## src/hdl/chtbl_queue.sv

```systemverilog
// chtbl_queue: small register fifo between front and back
// no dependencies

module chtbl_queue #(
    parameter int WIDTH = 8,
    parameter int DEPTH = 2
) (
    input  logic             clk,
    input  logic             rst_n,
    input  logic             push,
    input  logic [WIDTH-1:0] push_data,
    output logic             full,
    input  logic             pop,
    output logic [WIDTH-1:0] pop_data,
    output logic             empty
);

    localparam int PW = DEPTH > 1 ? $clog2(DEPTH) : 1;
    localparam int CW = $clog2(DEPTH + 1);

    logic [WIDTH-1:0] entry_reg [DEPTH];
    logic [PW-1:0]    wr_ptr_reg, wr_ptr_next;
    logic [PW-1:0]    rd_ptr_reg, rd_ptr_next;
    logic [CW-1:0]    count_reg, count_next;

    assign full     = count_reg == CW'(DEPTH);
    assign empty    = count_reg == '0;
    assign pop_data = entry_reg[rd_ptr_reg];

    always_comb
    begin
        wr_ptr_next = wr_ptr_reg;
        rd_ptr_next = rd_ptr_reg;
        count_next  = count_reg;
        if (push)
        begin
            wr_ptr_next = (wr_ptr_reg == PW'(DEPTH - 1)) ? '0 : wr_ptr_reg + 1'b1;
        end
        if (pop)
        begin
            rd_ptr_next = (rd_ptr_reg == PW'(DEPTH - 1)) ? '0 : rd_ptr_reg + 1'b1;
        end
        if (push && !pop)
        begin
            count_next = count_reg + 1'b1;
        end
        else if (pop && !push)
        begin
            count_next = count_reg - 1'b1;
        end
    end

    always_ff @(posedge clk or negedge rst_n)
    begin
        if (!rst_n)
        begin
            wr_ptr_reg <= '0;
            rd_ptr_reg <= '0;
            count_reg  <= '0;
        end
        else
        begin
            wr_ptr_reg <= wr_ptr_next;
            rd_ptr_reg <= rd_ptr_next;
            count_reg  <= count_next;
        end
    end

    always_ff @(posedge clk)
    begin
        if (push)
        begin
            entry_reg[wr_ptr_reg] <= push_data;
        end
    end

endmodule

```

## config.mk

```make
export PLATFORM = sky130hd
export DESIGN_NAME = chtbl_queue
export DESIGN_NICKNAME = d
export VERILOG_FILES = /design/src/hdl/chtbl_queue.sv
export SDC_FILE = /design/constraint.sdc
export NUM_CORES = 1
export LEC_CHECK = 0
export ABC_AREA = 1
export BUFFER_PORTS_ARGS = -buffer_cell sky130_fd_sc_hd__clkbuf_2
export CORE_ASPECT_RATIO = 1.4
export CORE_MARGIN = 5
export CORE_UTILIZATION = 34
export CTS_BUF_LIST = sky130_fd_sc_hd__clkbuf_8
export CTS_CLUSTER_DIAMETER = 200
export DETAILED_ROUTE_END_ITERATION = 16
export PLACE_DENSITY = 0.65
export SKIP_LAST_GASP = 1
export SYNTH_ARGS = -nofsm -noshare
export SYNTH_HDL_FRONTEND = slang
export SYNTH_SLANG_ARGS = --single-unit
```

## constraint.sdc

```tcl
create_clock -name clk -period 1.6 [get_ports clk]
set_input_delay 0.08 -clock clk [delete_from_list [all_inputs] [get_ports clk]]
set_output_delay 0.08 -clock clk [all_outputs]
set_load 0.005 [all_outputs]
```

==> results of run 1 <==
[report_power, final]
group	total, mW	internal, mW	switching, mW
registers	0.789	0.707	0.0819
clock network	0.315	0.170	0.145
logic	0.512	0.295	0.217
total	1.62	1.17	0.444
[worst paths after layout]
kind                                    from         endpoint  slack (ps)  cells past startpoint
worst max-delay path              rd_ptr_reg      pop_data[3]         210                      3
worst min-delay path            push_data[4]  entry_reg[0][4]          20                      1
worst max register to register    wr_ptr_reg  entry_reg[1][4]         550                      2
worst min register to register  count_reg[1]     count_reg[1]         510                      2
max in group asynchronous              rst_n       wr_ptr_reg        1280                      2
min in group asynchronous              rst_n     count_reg[1]         180                      2
[area by class of cell]
| class | count | area [µm²] |
|---|---|---|
| repair buffers | 24 | 130 |
| clock buffers | 3 | 41.3 |
| fillers | 226 | 1350 |
| multi-input cells | 22 | 200 |
| inverters | 7 | 26.3 |
| clock inverters | 1 | 3.75 |
| well taps | 23 | 28.8 |
| flip-flops and latches | 20 | 581 |
[routing by layer]
layer  routed length [µm]  global-route usage [%]  vias up  share of wire (%)
met5                    0                       0        -                  0
met2                  684                    14.8       15                 53
li1                     -                       -      224                  -
met4                   17                    4.92        0                1.3
met1                  505                    8.71      210                 39
met3                   94                    2.18        2                7.2
[repair_timing]
action | in CTS | in global routing
hold endpoints to repair | 4 | 0
setup buffers | 0 | 0
hold buffers | 1 | 0
[layout by cell type, fill, tap and decap left out]
cell type      synthesis  layout
dlygate4sd3_1          0       1
nand2_1                5       5
nand4_1                1       1
nand3_1                1       1
buf_4                  0       2
xnor2_1                1       1
edfxtp_1              16      16
inv_1                  7       7
ha_1                   1       1
clkbuf_2               0      21
clkinv_1               0       1
mux2_4                 8       8
xor2_1                 2       2
dfrtp_1                4       4
nor2_1                 3       3
clkbuf_8               0       3
[kinds of logic after synthesis]
| kind of cell | Yosys count |
|---|---|
| DFF | 20 |
| muxes | 8 |
| buffers and inverters | 8 |
| xor gates and xnor gates | 3 |
| adders and majority gates | 1 |
| and+or+nand+nor | 10 |
[per-stage QoR]
| step | cell area [µm²] | util [%] | cells |
|---|---|---|---|
| floorplan | 818 | - | 50 |
| global placement | 956 | 40.4 | 95 |
| detailed placement | 956 | 40.4 | 95 |
| CTS | 1010 | 42.8 | 100 |
| global route | 1010 | 42.8 | 100 |
| finish | 1010 | 42.8 | 100 |
==> results.sh, run 1 <==
export IMPL_grt_pass1_wl_um=2070
export IMPL_crit_buf_inv=2
export IMPL_finalSetupTns_ps=0
export IMPL_clockBufferDepth=2
export IMPL_max_clock_freq_mhz=720
export IMPL_synthMuxAreaShare_pct=14.7
export IMPL_drt_iter0_drc=6
export IMPL_cp_start_kind="flip-flop"
export IMPL_synth_area_leader_cell="edfxtp_1"
export IMPL_start_util_pct=34.6
export IMPL_hold_class="input port to flip-flop"
export IMPL_post_place_ws_ps=469
export IMPL_boundaryPins=22
export IMPL_yosysMostFrequentCell="edfxtp_1"
export IMPL_cap_violations=0
export IMPL_largest_reg_flops=16
export IMPL_final_setup_viol_count=0
export IMPL_antenna_found_initial=0
export IMPL_ys_warn_count=0
export IMPL_status="finished, final reports clean"
export IMPL_synth_area_top_cells="edfxtp_1, mux2_4, dfrtp_1, inv_1, nand2_1"
export IMPL_drive_gt1_share_pct=44.2
export IMPL_postSynthRegisterBits=20
export IMPL_ys_top_cells_by_count="edfxtp_1, mux2_4, inv_1, nand2_1, dfrtp_1"
export IMPL_htreeDepth=1
export IMPL_diodes=0
export IMPL_synth_top_family_by_area="multiplexers"
export IMPL_ant_nets=0
export IMPL_cts_tree="built"
export IMPL_yosys_area_top_type_share_pct=58.7
export IMPL_path_delay_family="flip-flops"
export IMPL_path_cells="buf_4 > mux2_4 > clkbuf_2"
export IMPL_synth_edff_count=16
export IMPL_hold_worst_slack_ps=20.6
export IMPL_die_area_um2=3500
export IMPL_grt_max_degree=12
export IMPL_async_reset_ff_share_pct=20.0
export IMPL_routedWlPerCell_um=13.0
export IMPL_avgSynthCellArea_um2=16.4
export IMPL_synth_flop_cell="edfxtp_1"
export IMPL_clock_latency_ps=250
export IMPL_port_buffer_count=21
export IMPL_final_hold_viol_count=0
export IMPL_leakage_nw=0.466
export IMPL_fp_dieW_um=51.5
export IMPL_worstPathRequired_ps=1520
export IMPL_critPathMaxFanout=6
export IMPL_critPathKind="flip-flop to primary output"
export IMPL_p_per_area_nw_per_um2=1600
export IMPL_synth_cells=50
export IMPL_power_total_mw=1.62
export IMPL_ir_drop_mv=0.616
export IMPL_gp_congestion=0.634
export IMPL_cts_buffers=3
export IMPL_clkTransAtPathRegs_ps=70
export IMPL_wl_um=1300
export IMPL_cts_sinks=20
export IMPL_synth_simple_gate_area_share_pct=5.05
export IMPL_syn_cell_area_um2=818
export IMPL_yosysUniqueCellTypes=12
export IMPL_crit_path_max_incr_delay_ps=430
export IMPL_yosysSeqAreaShare_pct=70.9
export IMPL_synth_fa_ha_area_share_pct=1.53
export IMPL_first_pass_iters=3
export IMPL_grt_usage_pct=8.32
export IMPL_grt_setup_unrepaired="false"
export IMPL_max_slew_margin_rel_pct=77.6
export IMPL_detail_route_drc_violations=0
export IMPL_hpwl_um=1010
export IMPL_arrival_ps=1310
export IMPL_cts_resized=0
export IMPL_nNetsFinal=91
export IMPL_vias=451
export IMPL_synth_compound_area_share_pct=0
export IMPL_row_count=21
export IMPL_die_h_um=68.0
export IMPL_crit_slowest_cell="dfrtp_1"
export IMPL_period_share_pct=86.8
export IMPL_synth_xor_area_share_pct=3.21
export IMPL_vias_per_cell=4.51
export IMPL_cts_root_buf="clkbuf_8"
export IMPL_end_kind="primary output"
export IMPL_core_region_area_um2=2360
export IMPL_worst_slack_ps=211
export IMPL_min_period_ps=1390
export IMPL_worst_slew_pin_slew_ps=335
export IMPL_clock_skew_ps=0.706
export IMPL_grt_pass1_vias=471
export IMPL_syn_to_final_growth_pct=23.5
export IMPL_drv_slew=0
export IMPL_synth_net_count=63
export IMPL_overflow=0
Power figures use the tool's default switching activity.
==> inputs of run 2 (changes only) <==
--- a/config.mk
+++ b/config.mk
@@ -13,6 +13,7 @@
 export CTS_BUF_LIST = sky130_fd_sc_hd__clkbuf_8
 export CTS_CLUSTER_DIAMETER = 200
 export DETAILED_ROUTE_END_ITERATION = 16
+export MAX_ROUTING_LAYER = met4
 export PLACE_DENSITY = 0.65
 export SKIP_LAST_GASP = 1
 export SYNTH_ARGS = -nofsm -noshare
==> constraint.sdc (replaced) <==
create_clock -name clk -period 1.6 [get_ports clk]
set_input_delay 0.16 -clock clk [delete_from_list [all_inputs] [get_ports clk]]
set_output_delay 0.16 -clock clk [all_outputs]
set_load 0.005 [all_outputs]
==> run 2 against run 1 <==
  * Combinational power shrank 12%
  * Design area is 0.37% higher
  * Global-route usage is 0.37 points lower
  * Cell count fell by 1.0%
  * Die area is the same
==> results.sh, run 2 (same netlist as run 1, synthesis figures left out) <==
export IMPL_end_kind="primary output"
export IMPL_diodes=0
export IMPL_port_buffer_count=21
export IMPL_largest_reg_flops=16
export IMPL_final_setup_viol_count=0
export IMPL_cts_buffers=3
export IMPL_final_cell_mix="clkbuf_2, edfxtp_1, mux2_4"
export IMPL_nNetsFinal=90
export IMPL_arrival_ps=1230
export IMPL_path_cells="mux2_4 > clkbuf_2"
export IMPL_vias_per_cell=4.52
export IMPL_ant_nets=0
export IMPL_die_area_um2=3500
export IMPL_overflow=0
export IMPL_die_h_um=68.0
export IMPL_drive_gt1_share_pct=46.1
export IMPL_start_util_pct=34.6
export IMPL_crit_slowest_cell="dfrtp_2"
export IMPL_min_period_ps=1390
export IMPL_cts_root_buf="clkbuf_8"
export IMPL_status="finished, final reports clean"
export IMPL_clkTransAtPathRegs_ps=70
export IMPL_grt_pass1_wl_um=1980
export IMPL_syn_to_final_growth_pct=24.0
export IMPL_fp_dieW_um=51.5
export IMPL_clock_latency_ps=250
export IMPL_worstPathRequired_ps=1440
export IMPL_drt_iter0_drc=7
export IMPL_cts_sinks=20
export IMPL_max_clock_freq_mhz=719
export IMPL_cap_violations=0
export IMPL_design_area_um2=1010
export IMPL_place_area_um2=948
export IMPL_gp_congestion=0.681
export IMPL_max_slew_margin_rel_pct=78.0
export IMPL_critPathMaxFanout=9
export IMPL_finalSetupTns_ps=0
export IMPL_layout_commonest_cell="clkbuf_2"
export IMPL_boundaryPins=22
export IMPL_cts_tree="built"
export IMPL_drv_slew=0
export IMPL_htreeDepth=1
export IMPL_grt_max_degree=12
export IMPL_hold_class="input port to flip-flop"
export IMPL_core_region_area_um2=2360
export IMPL_r2r_slack_ps=550
export IMPL_critPathKind="flip-flop to primary output"
export IMPL_grt_setup_unrepaired="false"
export IMPL_period_share_pct=87.0
export IMPL_ir_drop_mv=0.870
export IMPL_antenna_found_initial=0
export IMPL_clock_skew_ps=1.34
export IMPL_row_count=21
export IMPL_grt_pass1_vias=460
export IMPL_grt_usage_pct=7.95
export IMPL_leakage_nw=0.465
export IMPL_p_per_area_nw_per_um2=1630
export IMPL_detail_route_drc_violations=0
export IMPL_power_total_mw=1.65
export IMPL_clockBufferDepth=2
export IMPL_worst_slew_pin_slew_ps=329
export IMPL_crit_path_max_incr_delay_ps=540
export IMPL_wl_um=1190
export IMPL_final_hold_viol_count=0
export IMPL_cts_setup_buffers=0
export IMPL_first_pass_iters=3
export IMPL_cp_start_kind="flip-flop"
export IMPL_vias=447
export IMPL_routedWlPerCell_um=12.0
-- run 2: changes by cell type in the layout (fill, tap and decap cells not counted), sizes merged --
| cell | change |
|---|---|
| buf | -1 |
| clkbuf | +1 |
| clkinv | -1 |
-- run 2: worst paths after layout --
check                             start  depth (start not counted)              end
min in group asynchronous         rst_n                          2     count_reg[1]
hold reg to reg              wr_ptr_reg                          1       wr_ptr_reg
setup reg to reg             wr_ptr_reg                          2  entry_reg[1][4]
hold / removal             push_data[6]                          1  entry_reg[0][6]
max in group asynchronous         rst_n                          2       rd_ptr_reg
setup / recovery             rd_ptr_reg                          2      pop_data[7]
-- run 2: final cells by class --
cell class / count / area, µm²
Timing Repair Buffer: 23 / 123
Sequential cell: 20 / 582
Multi-Input combinational cell: 22 / 200
Inverter: 7 / 26.3
Tap cell: 23 / 28.8
Fill cell: 229 / 1350
Clock buffer: 4 / 55.1
-- run 2: worst max-delay path, delay by kind of cell (launching register included) --
kind	cells	cell delay, ps
buf+inv	1	110
flops	1	540
mux	1	330
-- run 2: timing repair --
action / CTS / global route
hold buffers: 1 / 0
resized for setup: 0 / 1
setup endpoints to repair: 0 / 8
hold endpoints to repair: 4 / 0
-- run 2: per-stage QoR --
stage          setup slack, ps  hold slack, ps  utilization, %  instances
2_1_floorplan              456            -136               -         50
5_1_grt                    150            90.3            42.9         99
4_1_cts                   34.6            91.4            42.9         99
3_3_place_gp               325           -27.3            40.1         94
6_report                   209            97.1            42.9         99
3_5_place_dp               321           -23.4            40.1         94
-- run 2: routing by layer --
layer	vias to the layer above	track usage (%)	routed length (µm)	share of wire [%]
li1	221	-	-	-
met1	209	8.06	507	43
met4	0	4.92	8	0.67
met3	2	1.96	82	6.9
met5	-	-	0	0
met2	15	13.7	593	50
-- run 2: power by group --
part / switching, mW / internal (mW)
logic: 0.173 / 0.280
clock network: 0.152 / 0.218
registers: 0.118 / 0.709
total: 0.443 / 1.21
