**src/hdl/chtbl_pkg.sv**
```systemverilog
// chtbl_pkg: shared codes, widths and state types of the chained hash table
// no dependencies

package chtbl_pkg;

    localparam int CMD_W     = 2;
    localparam int KEY_W     = 64;
    localparam int VALUE_W   = 64;
    localparam int STATUS_W  = 2;
    localparam int CFG_W     = 9;
    localparam int DIV_STEPS = 8;

    localparam logic [CFG_W-1:0] CFG_RESET = 9'd256;

    localparam logic [CMD_W-1:0] CMD_GET  = 2'd0;
    localparam logic [CMD_W-1:0] CMD_SET  = 2'd1;
    localparam logic [CMD_W-1:0] CMD_DEL  = 2'd2;
    localparam logic [CMD_W-1:0] CMD_NONE = 2'd3;

    localparam logic [STATUS_W-1:0] ST_FOUND = 2'd0;
    localparam logic [STATUS_W-1:0] ST_MISS  = 2'd1;
    localparam logic [STATUS_W-1:0] ST_NEW   = 2'd2;
    localparam logic [STATUS_W-1:0] ST_FULL  = 2'd3;

    typedef enum logic [1:0] {
        FR_IDLE,
        FR_DIV,
        FR_PUSH
    } front_state_t;

    typedef enum logic [2:0] {
        BK_CLEAR,
        BK_IDLE,
        BK_HEAD,
        BK_CHECK,
        BK_READ,
        BK_POP,
        BK_FINISH
    } back_state_t;

endpackage

```
**src/hdl/chtbl_front.sv**
```systemverilog
// chtbl_front: accepts requests and reduces the key to its bucket index
// depends on chtbl_pkg

module chtbl_front import chtbl_pkg::*; #(
    parameter int MAX_BUCKETS = 256
) (
    input  logic                   clk,
    input  logic                   rst_n,
    input  logic                   in_valid,
    output logic                   in_stall,
    input  logic [CMD_W-1:0]       command,
    input  logic [KEY_W-1:0]       key,
    input  logic [VALUE_W-1:0]     value,
    input  logic [CFG_W-1:0]       bucket_count,
    input  logic                   clearing,
    output logic                   q_push,
    input  logic                   q_full,
    output logic [CMD_W-1:0]       q_cmd,
    output logic [KEY_W-1:0]       q_key,
    output logic [VALUE_W-1:0]     q_value,
    output logic [(MAX_BUCKETS > 1 ? $clog2(MAX_BUCKETS) : 1)-1:0] q_bucket
);

    localparam int BW = MAX_BUCKETS > 1 ? $clog2(MAX_BUCKETS) : 1;
    localparam int DW = $clog2(MAX_BUCKETS + 1);
    localparam int SW = $clog2(KEY_W / DIV_STEPS);

    front_state_t         state_reg, state_next;
    logic [SW-1:0]        cnt_reg, cnt_next;
    logic [CMD_W-1:0]     cmd_reg;
    logic [KEY_W-1:0]     key_reg;
    logic [KEY_W-1:0]     shift_reg;
    logic [VALUE_W-1:0]   val_reg;
    logic [DW-1:0]        div_reg;
    logic [DW-1:0]        rem_reg, rem_step;
    logic [31:0]          cfg_ext, eff;
    logic                 accept;

    assign accept   = in_valid && !in_stall;
    assign in_stall = (state_reg != FR_IDLE) || clearing;
    assign q_cmd    = cmd_reg;
    assign q_key    = key_reg;
    assign q_value  = val_reg;
    assign q_bucket = rem_reg[BW-1:0];

    always_comb
    begin
        cfg_ext = 32'(bucket_count);
        if (cfg_ext == 32'd0)
        begin
            eff = 32'd1;
        end
        else if (cfg_ext > 32'(MAX_BUCKETS))
        begin
            eff = 32'(MAX_BUCKETS);
        end
        else
        begin
            eff = cfg_ext;
        end
    end

    // eight restoring steps per cycle, msb first
    always_comb
    begin
        logic [DW:0]   t;
        logic [DW-1:0] r;
        r = rem_reg;
        for (int i = 0; i < DIV_STEPS; i++)
        begin
            t = {r, shift_reg[KEY_W-1-i]};
            if (t >= {1'b0, div_reg})
            begin
                t = t - {1'b0, div_reg};
            end
            r = t[DW-1:0];
        end
        rem_step = r;
    end

    always_comb
    begin
        state_next = state_reg;
        cnt_next   = cnt_reg;
        q_push     = 1'b0;
        case (state_reg)
            FR_IDLE:
            begin
                if (accept)
                begin
                    state_next = FR_DIV;
                    cnt_next   = '0;
                end
            end
            FR_DIV:
            begin
                cnt_next = cnt_reg + 1'b1;
                if (cnt_reg == SW'(KEY_W / DIV_STEPS - 1))
                begin
                    state_next = FR_PUSH;
                end
            end
            FR_PUSH:
            begin
                if (!q_full)
                begin
                    q_push     = 1'b1;
                    state_next = FR_IDLE;
                end
            end
            default:
            begin
                state_next = FR_IDLE;
            end
        endcase
    end

    always_ff @(posedge clk or negedge rst_n)
    begin
        if (!rst_n)
        begin
            state_reg <= FR_IDLE;
            cnt_reg   <= '0;
        end
        else
        begin
            state_reg <= state_next;
            cnt_reg   <= cnt_next;
        end
    end

    always_ff @(posedge clk)
    begin
        if (accept)
        begin
            cmd_reg   <= command;
            key_reg   <= key;
            shift_reg <= key;
            val_reg   <= value;
            div_reg   <= eff[DW-1:0];
            rem_reg   <= '0;
        end
        else if (state_reg == FR_DIV)
        begin
            shift_reg <= shift_reg << DIV_STEPS;
            rem_reg   <= rem_step;
        end
    end

endmodule

```
**config.mk**
```make
export PLATFORM = sky130hd
export DESIGN_NAME = chtbl_front
export DESIGN_NICKNAME = d
export VERILOG_FILES = /design/src/hdl/chtbl_pkg.sv /design/src/hdl/chtbl_front.sv
export SDC_FILE = /design/constraint.sdc
export NUM_CORES = 1
export LEC_CHECK = 0
export BUFFER_PORTS_ARGS = -buffer_cell sky130_fd_sc_hd__buf_2
export CELL_PAD_IN_SITES_DETAIL_PLACEMENT = 0
export CELL_PAD_IN_SITES_GLOBAL_PLACEMENT = 1
export CORE_MARGIN = 2
export CORE_UTILIZATION = 40
export CTS_BUF_LIST = sky130_fd_sc_hd__clkbuf_2 sky130_fd_sc_hd__clkbuf_4 sky130_fd_sc_hd__clkbuf_8
export DETAILED_ROUTE_END_ITERATION = 10
export MAX_ROUTING_LAYER = met4
export PLACE_DENSITY = 0.78
export REMOVE_ABC_BUFFERS = 1
export SLEW_MARGIN = 20
export SYNTH_ARGS = -nofsm -noshare
export SYNTH_HDL_FRONTEND = slang
export SYNTH_SLANG_ARGS = --single-unit
```
**constraint.sdc**
```tcl
create_clock -name clk -period 29 [get_ports clk]
set_clock_uncertainty 0.1 [all_clocks]
set_input_delay 4.35 -clock clk [delete_from_list [all_inputs] [get_ports clk]]
set_output_delay 4.35 -clock clk [all_outputs]
set_load 0.01 [all_outputs]
```
==> results of run 1 <==
## through the flow
stage | hold WS, ns | setup slack (ns) | instance area, sq um
floorplan | 0.3571 | 11.98 | 11280
global placement | 0.3920 | 10.19 | 13200
detailed placement | 0.3974 | 9.736 | 13200
CTS | 0.4058 | 9.683 | 13860
global route | 0.4440 | 7.483 | 13880
finish | 0.4046 | 9.653 | 13880
## cell usage in the layout (no fill, tap or decap), drive strengths merged, types with 10 or more instances in the layout
cell and n:
a21oi 39, a211oi 13, nand2 53, ha 76, inv 45, mux2 80, buf 287, clkbuf 46
edfxtp 203, nand4 14, mux2i 19, a21o 30, clkinv 11, nand2b 12, nor2b 15, xnor2 28
o21ai 41, nor2 34, nor3 11, and2 10, xor2 20
## layout make-up
| class | count | area (sq um) |
|---|---|---|
| Inverter | 41 | 153.9 |
| Antenna cell | 5 | 12.51 |
| Sequential cell | 217 | 6401 |
| Timing Repair Buffer | 287 | 1450 |
| Clock inverter | 15 | 90.09 |
| Clock buffer | 46 | 570.5 |
| Multi-Input combinational cell | 580 | 4726 |
| Fill cell | 2544 | 14060 |
| Tap cell | 378 | 473.0 |
## kinds of logic (layout without fill, tap and decap cells)
group | after synthesis | in the layout | synth area share, %
AND/OR/NAND/NOR | 174 | 174 | 7.592
other | 0 | 5 | 0
adder cells (fa/ha/maj) | 84 | 84 | 9.742
buffers and inverters | 64 | 389 | 2.457
multiplexers | 99 | 99 | 9.698
XOR/XNOR | 48 | 48 | 3.686
AO/OA/AOI/OAI | 175 | 175 | 10.70
flip-flops | 217 | 217 | 56.13
## how the worst min path moves through the flow
stage	cells past startpoint	end	startpoint	slack, ns
4_1_cts	1	cnt_reg[0]$_DFFE_PN0P_	cnt_reg[0]$_DFFE_PN0P_	0.41
3_5_place_dp	1	cnt_reg[0]$_DFFE_PN0P_	cnt_reg[0]$_DFFE_PN0P_	0.40
2_1_floorplan	1	rem_reg[8]$_SDFFE_PP0P_	rem_reg[8]$_SDFFE_PP0P_	0.36
5_1_grt	1	cnt_reg[0]$_DFFE_PN0P_	cnt_reg[0]$_DFFE_PN0P_	0.44
6_report	1	cnt_reg[0]$_DFFE_PN0P_	cnt_reg[0]$_DFFE_PN0P_	0.40
3_3_place_gp	1	cnt_reg[0]$_DFFE_PN0P_	cnt_reg[0]$_DFFE_PN0P_	0.39
## per-layer routing
metal  GRT usage (%)  up-vias  wire length, um
met5               -        -                0
met4           6.250        0              698
met3           5.189       55             2126
met2           30.93      271            13440
met1           24.15     3727            12210
li1                -     3876                -
==> impl_metrics.json, run 1 <==
{
  "rsz0062_at_grt": "no",
  "clockBufferDepth": 3,
  "drtAntennaViolNets": 0,
  "core_region_area_sq_um": 27930,
  "report.final.slew_viol_count": 0,
  "cts.sinks": 217,
  "period_share_pct": 66.72,
  "drtIter0Drc": 451,
  "grt_max_degree": 92,
  "dp_cells": 1503,
  "tightest_slew_ns": 0.9151,
  "cp_top_family": "compound AO/OA/AOI/OAI gates",
  "synth_top_area_share_pct": 53.45,
  "routedWlPerCell_um": 18.15,
  "cp.depth": 71,
  "synth_seq_area_share_pct": 56.13,
  "clock_latency_ns": 0.54,
  "maxSlewHeadroom_pct": 38.71,
  "pin_count": 284,
  "end_kind": "register",
  "htree_levels": 2,
  "cp.required_ns": 29.31,
  "initial_utilization_pct": 40.83,
  "ys_ff_latch": 217,
  "nNetsFinal": 1391,
  "cts_tree": "built",
  "hold_class": "register to register",
  "cts_buffers": 36,
  "die_h_um": 172.9,
  "grt_pass1_wl_mm": 44.04,
  "synth-edff-count": 203,
  "timing.rr.start": "div_reg[1]$_SDFFCE_PP0P_",
  "crit_fanout": 18,
  "globalplace.congestion": 0.8897,
  "async_flop_share_pct": 2.304,
  "vias": 7929,
  "synth_largest_area_cell": "edfxtp_1",
  "period_minus_slack_ns": 19.35,
  "hpwlAfterDp_mm": 21.69,
  "hold_viol": 0,
  "path_clk_slew_ns": 0.06,
  "ys.flop_type": "edfxtp_1",
  "drive_gt1_share_pct": 36.76,
  "syn_avg_cell_area_sq_um": 13.25,
  "reg2reg_depth": 71,
  "critPathBufInv": 1,
  "cp.arrival_ns": 19.66,
  "io_buffers": 283,
  "rrSetupSlack_ns": 9.65,
  "ys_top_cells_by_area": "edfxtp_1 (53%), ha_1 (8.3%), mux2_2 (7.7%)",
  "crit_path_end": "rem_reg[6]$_SDFFE_PP0P_",
  "grt-ovfl-total": 0,
  "crit_type": "register to register",
  "detail_route.first_pass.iterations": 6,
  "grt_pass1_vias": 8129,
  "cts_hold_buf": 0,
  "yosys_warnings": 0,
  "post_cts_buffers": 0,
  "fin_util_pct": 49.68,
  "setup_violations": 0,
  "synthTopCellsByCount": "edfxtp_1 (203), mux2_2 (78), ha_1 (76)",
  "crit_path_start_kind": "register",
  "slowest_stage": "a31oi_1",
  "antenna_found_initial": 5,
  "drcViolationCount": 0,
  "critPathMaxStageDelay_ns": 0.72,
  "maxCapViolCount": 0,
  "cp_common_cell": "nor2_1",
  "grt.total_usage_pct": 19.42,
  "fmax_mhz": 51.69,
  "r2r_end": "rem_reg[6]$_SDFFE_PP0P_",
  "syn-cell-area_sq_um": 11400,
  "finalSetupTns_ns": 0,
  "rows": 61,
  "worstSetupStartpoint": "div_reg[1]$_SDFFCE_PP0P_",
  "cts.repair.resized": 0,
  "die_x_um": 172.9,
  "synth.most_common_cell": "edfxtp_1",
  "dieArea_sq_um": 29880,
  "cts-root-buf": "clkbuf_8",
  "status": "completed",
  "vias_per_cell": 5.054,
  "drt_wl_total_mm": 28.47,
  "finalNonFillerCells": 1569,
  "postSynthCellCount": 861,
  "synth.distinct_cells": 60,
  "area_growth_pct": 21.68
}
Power of run 1 is left out: the tool's default activity adds up to more than one toggle a clock period on the data nets, which glitch-free logic cannot reach.
==> run 2: changes to the inputs <==
clock period = 18.6 ns   (was 29 ns; I/O delays follow)
==> impl_metrics.json, run 2 (synthesized netlist as in run 1, its figures left out) <==
{
  "status": "completed",
  "clock_latency_ns": 0.52,
  "hold_class": "register to register",
  "path_clk_slew_ns": 0.06,
  "place_area_sq_um": 13250,
  "end_kind": "register",
  "cts_hold_buf": 0,
  "clockBufferDepth": 3,
  "grt-ovfl-total": 0,
  "drt_wl_total_mm": 28.75,
  "place_ws_ns": 0.3562,
  "cp.arrival_ns": 17.55,
  "finalInstanceArea_sq_um": 14010,
  "cp.required_ns": 18.91,
  "final_cell_mix": "buf_2 (283), edfxtp_1 (203), mux2_2 (78)",
  "cts.sinks": 217,
  "drtIter0Drc": 432,
  "setup_ws_ns": 1.365,
  "initial_utilization_pct": 40.83,
  "nNetsFinal": 1407,
  "crit_path_start_kind": "register",
  "core_region_area_sq_um": 27930,
  "finalNonFillerCells": 1585,
  "min_path_cells": 1,
  "drtAntennaViolNets": 0,
  "die_h_um": 172.9,
  "vias_per_cell": 5.011,
  "antenna_found_initial": 4,
  "hpwlAfterDp_mm": 21.94,
  "period_minus_slack_ns": 17.24,
  "cp_common_cell": "o21ai_0",
  "maxCapViolCount": 0,
  "cts_buffers": 35,
  "period_share_pct": 92.66,
  "grt_pass1_wl_mm": 43.86,
  "cts-root-buf": "clkbuf_8",
  "slowest_stage": "fa_1",
  "rows": 61,
  "fmax_mhz": 58.02,
  "die_x_um": 172.9,
  "routedWlPerCell_um": 18.14,
  "hold_viol": 0,
  "report.final.slew_viol_count": 0,
  "grt.total_usage_pct": 19.35,
  "detail_route.first_pass.iterations": 5,
  "drive_gt1_share_pct": 37.91,
  "crit_fanout": 18,
  "tightest_slew_ns": 1.021,
  "dp_cells": 1509,
  "drcViolationCount": 0,
  "critPathMaxStageDelay_ns": 0.48,
  "reg2reg_depth": 72,
  "final_common_cell": "buf_2",
  "finalSetupTns_ns": 0,
  "grt_max_degree": 90,
  "dieArea_sq_um": 29880,
  "crit_type": "register to register",
  "setup_violations": 0,
  "maxSlewHeadroom_pct": 31.38,
  "cts_tree": "built",
  "globalplace.congestion": 0.8431,
  "io_buffers": 283,
  "htree_levels": 2,
  "area_growth_pct": 22.89,
  "pin_count": 284,
  "grt_pass1_vias": 8116,
  "vias": 7942
}
run 2: routing by layer:
layer / up-vias / track usage (%) / wire length [um]
met5: - / - / 0
met2: 241 / 31.57 / 13820
met1: 3755 / 23.26 / 12240
li1: 3903 / - / -
met4: 0 / 6.179 / 668
met3: 43 / 5.409 / 2022
run 2: timing repair:
action,4_1_cts,5_1_grt
buffers inserted,0,11
resized for setup,0,7
endpoints found under the setup margin,0,9
run 2: through the flow:
step | hold slack, ns | util [%]
after floorplan | 0.3571 | -
after global placement | 0.3929 | 47.42
after detailed placement | 0.3961 | 47.42
after CTS | 0.4111 | 49.73
after global routing | 0.4414 | 50.17
final | 0.4141 | 50.17
run 2: layout make-up:
type / instances / area, sq um
Inverter: 41 / 157.7
Clock inverter: 17 / 96.34
Tap cell: 378 / 473.0
Clock buffer: 44 / 549.3
Antenna cell: 4 / 10.01
Fill cell: 2554 / 13920
Sequential cell: 217 / 6401
Timing Repair Buffer: 304 / 1578
Multi-Input combinational cell: 580 / 4750
run 2: worst paths after layout:
check,to,slack [ns],from
max,rem_reg[6]$_SDFFE_PP0P_,1.36,div_reg[5]$_SDFFCE_PP0P_
min,rem_reg[8]$_SDFFE_PP0P_,0.41,rem_reg[8]$_SDFFE_PP0P_
max reg2reg,rem_reg[6]$_SDFFE_PP0P_,1.36,div_reg[5]$_SDFFCE_PP0P_
min reg2reg,rem_reg[8]$_SDFFE_PP0P_,0.41,rem_reg[8]$_SDFFE_PP0P_
max in group asynchronous,cnt_reg[2]$_DFFE_PN0P_,16.29,rst_n
min in group asynchronous,state_reg[1]$_DFFE_PN0P_,1.97,rst_n
run 2: critical path, delay by kind of cell, from the launching register on:
family	cells	cell delay [ns]
flops	1	0.36
simple gates	20	2.66
buf+inv	3	0.92
compound gates	35	8.37
fa+ha+maj	8	2.88
mux	6	1.84
Power of run 2 is left out for the same reason.
